### src/trapezoid_profile_breakpoints_macros.svh
// Assertion macros for the trapezoid profile breakpoint block.
// Used by the top level only; expects clk and rst in scope.
`ifndef TRAPEZOID_PROFILE_BREAKPOINTS_MACROS_SVH
`define TRAPEZOID_PROFILE_BREAKPOINTS_MACROS_SVH

// Same-cycle implication, masked during reset.
`define TPB_ASSERT_IMPL(label, ante, cons, msg) \
  label: assert property (@(posedge clk) disable iff (rst) (ante) |-> (cons)) \
    else $error(msg);

// Next-cycle implication, also checked during reset.
`define TPB_ASSERT_NEXT(label, ante, cons, msg) \
  label: assert property (@(posedge clk) (ante) |=> (cons)) \
    else $error(msg);

`endif

### src/tpb_div_pipe.sv
// Pipelined restoring divider: one quotient bit per register stage,
// several numerators sharing one divisor, with a sideband carried along.
`timescale 1ns / 1ps

module tpb_div_pipe #(
  parameter int LANES  = 1,
  parameter int NUM_W  = 32,
  parameter int DEN_W  = 21,
  parameter int SIDE_W = 1
) (
  input  logic                          clk,
  input  logic                          rst,
  input  logic                          en,
  input  logic                          in_valid,
  input  logic [LANES-1:0][NUM_W-1:0]   num,
  input  logic [DEN_W-1:0]              den,
  input  logic [SIDE_W-1:0]             side_in,
  output logic                          out_valid,
  output logic [LANES-1:0][NUM_W-1:0]   quo,
  output logic [SIDE_W-1:0]             side_out
);

  logic                        vld  [NUM_W];
  logic [LANES-1:0][NUM_W-1:0] nsh  [NUM_W];
  logic [LANES-1:0][DEN_W-1:0] rem  [NUM_W];
  logic [LANES-1:0][NUM_W-1:0] qacc [NUM_W];
  logic [DEN_W-1:0]            dreg [NUM_W];
  logic [SIDE_W-1:0]           sreg [NUM_W];

  for (genvar st = 0; st < NUM_W; st++) begin : g_stage
    logic                        c_vld;
    logic [LANES-1:0][NUM_W-1:0] c_num;
    logic [LANES-1:0][DEN_W-1:0] c_rem;
    logic [LANES-1:0][NUM_W-1:0] c_q;
    logic [DEN_W-1:0]            c_den;
    logic [SIDE_W-1:0]           c_side;
    logic [LANES-1:0][DEN_W-1:0] rem_next;
    logic [LANES-1:0]            qbit;

    if (st == 0) begin : g_first
      assign c_vld  = in_valid;
      assign c_num  = num;
      assign c_rem  = '0;
      assign c_q    = '0;
      assign c_den  = den;
      assign c_side = side_in;
    end else begin : g_rest
      assign c_vld  = vld[st-1];
      assign c_num  = nsh[st-1];
      assign c_rem  = rem[st-1];
      assign c_q    = qacc[st-1];
      assign c_den  = dreg[st-1];
      assign c_side = sreg[st-1];
    end

    for (genvar l = 0; l < LANES; l++) begin : g_lane
      logic [DEN_W:0] shifted;
      assign shifted     = {c_rem[l], c_num[l][NUM_W-1]};
      assign qbit[l]     = shifted >= {1'b0, c_den};
      assign rem_next[l] = qbit[l] ? DEN_W'(shifted - {1'b0, c_den}) : shifted[DEN_W-1:0];
    end

    always_ff @(posedge clk) begin
      if (rst) begin
        vld[st] <= 1'b0;
      end else if (en) begin
        vld[st] <= c_vld;
      end
    end

    always_ff @(posedge clk) begin
      if (en) begin
        for (int l = 0; l < LANES; l++) begin
          nsh[st][l]  <= {c_num[l][NUM_W-2:0], 1'b0};
          qacc[st][l] <= {c_q[l][NUM_W-2:0], qbit[l]};
        end
        rem[st]  <= rem_next;
        dreg[st] <= c_den;
        sreg[st] <= c_side;
      end
    end
  end

  assign out_valid = vld[NUM_W-1];
  assign quo       = qacc[NUM_W-1];
  assign side_out  = sreg[NUM_W-1];

endmodule

### config.mk
export PLATFORM = sky130hd
export DESIGN_NAME = tpb_div_pipe
export DESIGN_NICKNAME = d
export VERILOG_FILES = /design/src/trapezoid_profile_breakpoints_macros.svh /design/src/tpb_div_pipe.sv
export SDC_FILE = /design/constraint.sdc
export NUM_CORES = 2
export LEC_CHECK = 0
export BUFFER_PORTS_ARGS = -buffer_cell sky130_fd_sc_hd__buf_2
export CORE_ASPECT_RATIO = 0.8
export CORE_MARGIN = 10
export CORE_UTILIZATION = 47
export DETAILED_ROUTE_END_ITERATION = 16
export HOLD_SLACK_MARGIN = 0.15
export PLACE_DENSITY = 0.69
export SLEW_MARGIN = 10
export SYNTH_ARGS = -nofsm -noshare
export SYNTH_HDL_FRONTEND = slang
export SYNTH_SLANG_ARGS = --single-unit
### constraint.sdc
create_clock -name clk -period 4.4 [get_ports clk]
set_clock_uncertainty 0.15 [all_clocks]
set_input_delay 0.66 -clock clk [delete_from_list [all_inputs] [get_ports clk]]
set_output_delay 0.66 -clock clk [all_outputs]
set_load 0.005 [all_outputs]
# Word level (Yosys, flattened, before mapping)
# Memories as Yosys holds them, arrays and structs flattened.
# Cells that the tools add are included.
# W data, S select, Z words.
# totals
regBits	0
ramBits	3424
in_bits	58
wordCells	172
memories	6
# op_classes
addsub	32
n_lt_le_gt_ge	32
n_mux	70
bitwise_logic	32
# mem_list
name	depth	word_bits	rd	rd_ports_with_merged_regs	write_ports	line_no	rtl
qacc	32	32	32	0	32	tpb_div_pipe.sv:26	logic [LANES-1:0][NUM_W-1:0] qacc [NUM_W];
nsh	32	31	31	0	32	tpb_div_pipe.sv:24	logic [LANES-1:0][NUM_W-1:0] nsh [NUM_W];
dreg	32	21	31	0	32	tpb_div_pipe.sv:27	logic [DEN_W-1:0] dreg [NUM_W];
rem	32	21	31	0	32	tpb_div_pipe.sv:25	logic [LANES-1:0][DEN_W-1:0] rem [NUM_W];
sreg	32	1	32	0	32	tpb_div_pipe.sv:28	logic [SIDE_W-1:0] sreg [NUM_W];
vld	32	1	32	0	32	tpb_div_pipe.sv:23	logic vld [NUM_W];
# ops
op	n
$ge A22 B21 Y1	31
$mux W21	32
$sub A21 B21 Y21	31
$mux W1	38
$or A1 B1 Y1	32
$ge A1 B21 Y1	1
$sub A1 B21 Y21	1

# Depth between registers and ports, before layout
# logic_depth
ltp_word	4
mapped_depth	15
mapped_depth_nobuf	13

# Worst setup path before layout
# Ideal clock, no wire load.
# synth_path
path_kind	flip-flop to flip-flop
startpoint	memory nsh[9][30] in the netlist's numbering
endpoint	memory rem[10][10] in the netlist's numbering (data pin)
setup_time_ns	0.260
arrival_ns	3.040
path_slack_ns	0.950
path_stages_with_launch	14
period_less_slack_ns	3.450
cell_sequence	edfxtp_1 -> inv_1 -> ha_1 -> inv_1 -> fa_1 -> a211oi_2 -> o21ai_1 -> a21oi_1 -> a31oi_1 -> o21a_1 -> o2111a_1 -> a2111oi_4 -> buf_6 -> mux2_4
# synth_rtl
element	line_no
from (decl)	tpb_div_pipe.sv:24
to (decl)	tpb_div_pipe.sv:25

==> key figures <==
Detailed routing
  – Routed length on met2: 101900 um
  – Pre-Repair DR Iteration Count: 8
  – Routed WL: 232100 um
  – Highest Signal Layer: met4
  – Via count: 67020
  – Number of DRC markers in iteration 0: 6093
  – Via density: 5.495
  – WL/cell: 19.03 um
  – M1 WL: 111600 um
  – WL met3: 13440 um
  – Detail Route Antenna Nets: 0
  – # DRC: 0

Synthesis
  – Adder-cell share of the synthesized area: 0.07740
  – Sequential cell area fraction in the yosys report: 0.6333
  – Synth Area in Compound Gates: 0.1060
  – Synth Area per Inst: 13.36 um2
  – Synthesized instance count: 8483
  – FFs w/ async S/R, synth: 0
  – Xor-xnor portion of the synthesized cell area: 0.03632
  – Post-Syn Nets: 9224
  – Top_reg_cell synth: edfxtp_1
  – #FFs+latches synth: 2390
  – Ranking of synthesized cells by area: edfxtp_1 63%, ha_1 7.2%, mux2_2 3.6%
  – Post-synth EDFFs: 2390
  – Mapped cell area: 0.1133 mm2
  – Post-synth top area cell: edfxtp_1
  – Mux contribution to synthesized area: 0.04387
  – Synthesis warning total: 0
  – Synth top area share: 0.6333
  – Largest family of logic cells by synthesized area: compound AO/OA/AOI/OAI gates
  – Library cells used by synthesis: 100
  – Synth Area in Simple Gates: 0.06791

STA
  – Period utilization: 0.9222
  – Final setup vio count: 0
  – Setup TNS: 0 ps
  – Relative slew slack: 0.2087
  – Final hold vios: 0
  – Worst-margin pin slew: 1184 ps
  – Max-slew violations: 0
  – Post-layout min period: 4057 ps
  – Unrepaired setup endpoints after global routing: false
  – Min Hold Slack: 220.7 ps
  – Fmax: 0.2465 GHz

Layout
  – Most frequent cells in the layout: 2390 x edfxtp_1, 861 x inv_1, 653 x ha_1, 580 x a21oi_1, 478 x nor2_1
  – Synth-to-layout area growth: 11.72%
  – Design Area, Final: 0.1266 mm2
  – Share of layout cells above drive strength 1: 0.1130
  – Post-layout util: 0.5268
  – Commonest non-fill, non-tap cell in the layout: edfxtp_1
  – Non-filler instance count after layout: 12200
  – Final net count: 9556

Clock tree
  – Total CTS buffers: 245
  – # resized after CTS: 0
  – Clk root buf: clkbuf_16
  – Clock buffer depth: 4
  – TritonCTS Sinks: 2390
  – Skew-Pair Late Insertion Delay: 900 ps
  – Clk slew on worst S/H paths: 60 ps
  – CTS tree: built
  – H-tree depth: 4

Global routing
  – First-pass GRT wire length: 365900 um
  – Vias in the first global route: 64980
  – Largest net degree at the start of global routing: 144
  – GRT Residual Overflow: 0
  – Total Routing Usage GR: 0.1720
  – Initial antenna violation count: 4

Floorplan
  – Core area: 0.2403 mm2
  – Initial Util: 0.4715
  – Die width: 569.0 um
  – Die area: 0.2613 mm2
  – IO Count: 92
  – Die H: 459.2 um
  – FP Rows: 161

Power and ir drop
  – Maximum VDD drop: 390.0 uV
  – Pwr dens: 708.7 mW/mm2
  – Pleak: 0.04910 uW

Critical path
  – R2r setup slk: 340 ps
  – WS Path Type: flip-flop to flip-flop
  – CP Launch Type: flip-flop
  – Crit path required time: 4870 ps
  – Crit path DAT: 4520 ps
  – Crit end category: flip-flop
  – Max FO, Critical Path: 21

Placement
  – Routability cong.: 0.9031
  – Placed cell count: 11690
  – Port Buffers: 91
  – Post-DP HPWL: 164200 um
  – Dpl cell area: 0.1181 mm2

Worst hold path
  – Hold Path Class: flip-flop to flip-flop

Run status
  – Status: completed

Job
  – Number of max-cap violations: 0
==> final cells by class <==
class	instances	area (um2)
clock buffer	292	6350
sequential	2390	71770
timing repair buffer	244	1997
tap	3178	3976
inverter	866	3253
antenna	4	10.01
multi-input combinational	5068	37700
clock inverter	154	1550
fill	20020	113700
==> state kept, by name (all words and copies together) (netlist names) <==
signal,flops
nsh,496
vld,32
qacc,528
dreg,651
sreg,32
rem,651
==> critical path: stages, from the launching register on <==
cell and delay [ps]:
edfxtp_1 370, inv_1 80, ha_1 170, inv_1 60
fa_1 400, a21oi_1 220, o21ai_0 130, a21oi_2 280
o211ai_1 200, a2111o_1 440, a31o_2 260, o21a_1 580
mux2_2 460
==> synthesized netlist by cell type, types with 35 or more instances <==
library cell and instances:
edfxtp_1 2390, inv_1 861, ha_1 653, a21oi_1 580, nor2_1 479, nand2_1 407
o21ai_0 386, mux2_2 363, xnor2_1 291, a21o_1 242, xor2_1 179, nand3_1 137
nor3_1 105, clkbuf_1 94, nand4_1 94, a211oi_1 77, o21a_1 73, a31oi_1 67
nor2b_1 65, o21bai_1 61, and2_1 54, nand2b_1 53, buf_2 50, and3_1 48
mux2i_1 47, nor4_1 47, o31ai_1 39, o211ai_1 35
==> routing by layer <==
| metal | track usage | vias to the layer above |
|---|---|---|
| li1 | - | 32350 |
| met1 | 0.2599 | 32630 |
| met2 | 0.2612 | 1684 |
| met3 | 0.02691 | 361 |
| met4 | 0.04081 | 0 |
| met5 | 0 | - |
==> repair_timing <==
action | in CTS | in global routing
buffers inserted | 0 | 0
hold buffers | 56 | 0
endpoints found under the hold margin | 82 | 0
setup endpoints to repair | 0 | 0
==> final timing paths <==
path	startpoint	to	cells past startpoint
hold reg to reg	qacc[1][97]	qacc[2][2]	0
hold / removal	qacc[1][97]	qacc[2][2]	0
setup reg to reg	nsh[0][30]	rem[1][15]	12
setup / recovery	nsh[0][30]	rem[1][15]	12
==> through the flow <==
step | total power [uW] | setup slack (ps)
final | 89730 | 342.5
after global routing | 95610 | 22.29
after CTS | 90230 | 310.2
after detailed placement | 69030 | 356.8
after global placement | 68260 | 373.2
after floorplan | 60170 | 949.7
==> logic make-up (layout without fill, tap and decap cells) <==
kind of cell             count (synthesis)  in the layout
flip-flops                            2390           2390
other                                    0              4
adder cells (fa/ha/maj)                683            683
XOR/XNOR                               470            470
AND/OR/NAND/NOR                       1613           1613
multiplexers                           438            438
buffers and inverters                 1025           1556
AO/OA/AOI/OAI                         1864           1864
==> where the power goes <==
part / internal (uW) / switching (uW) / leakage (uW)
combinational: 15700 / 19000 / 0.0219
sequential: 31600 / 2800 / 0.0234
clock: 11900 / 8630 / 0.00383
(Power assumes the default switching activity.)
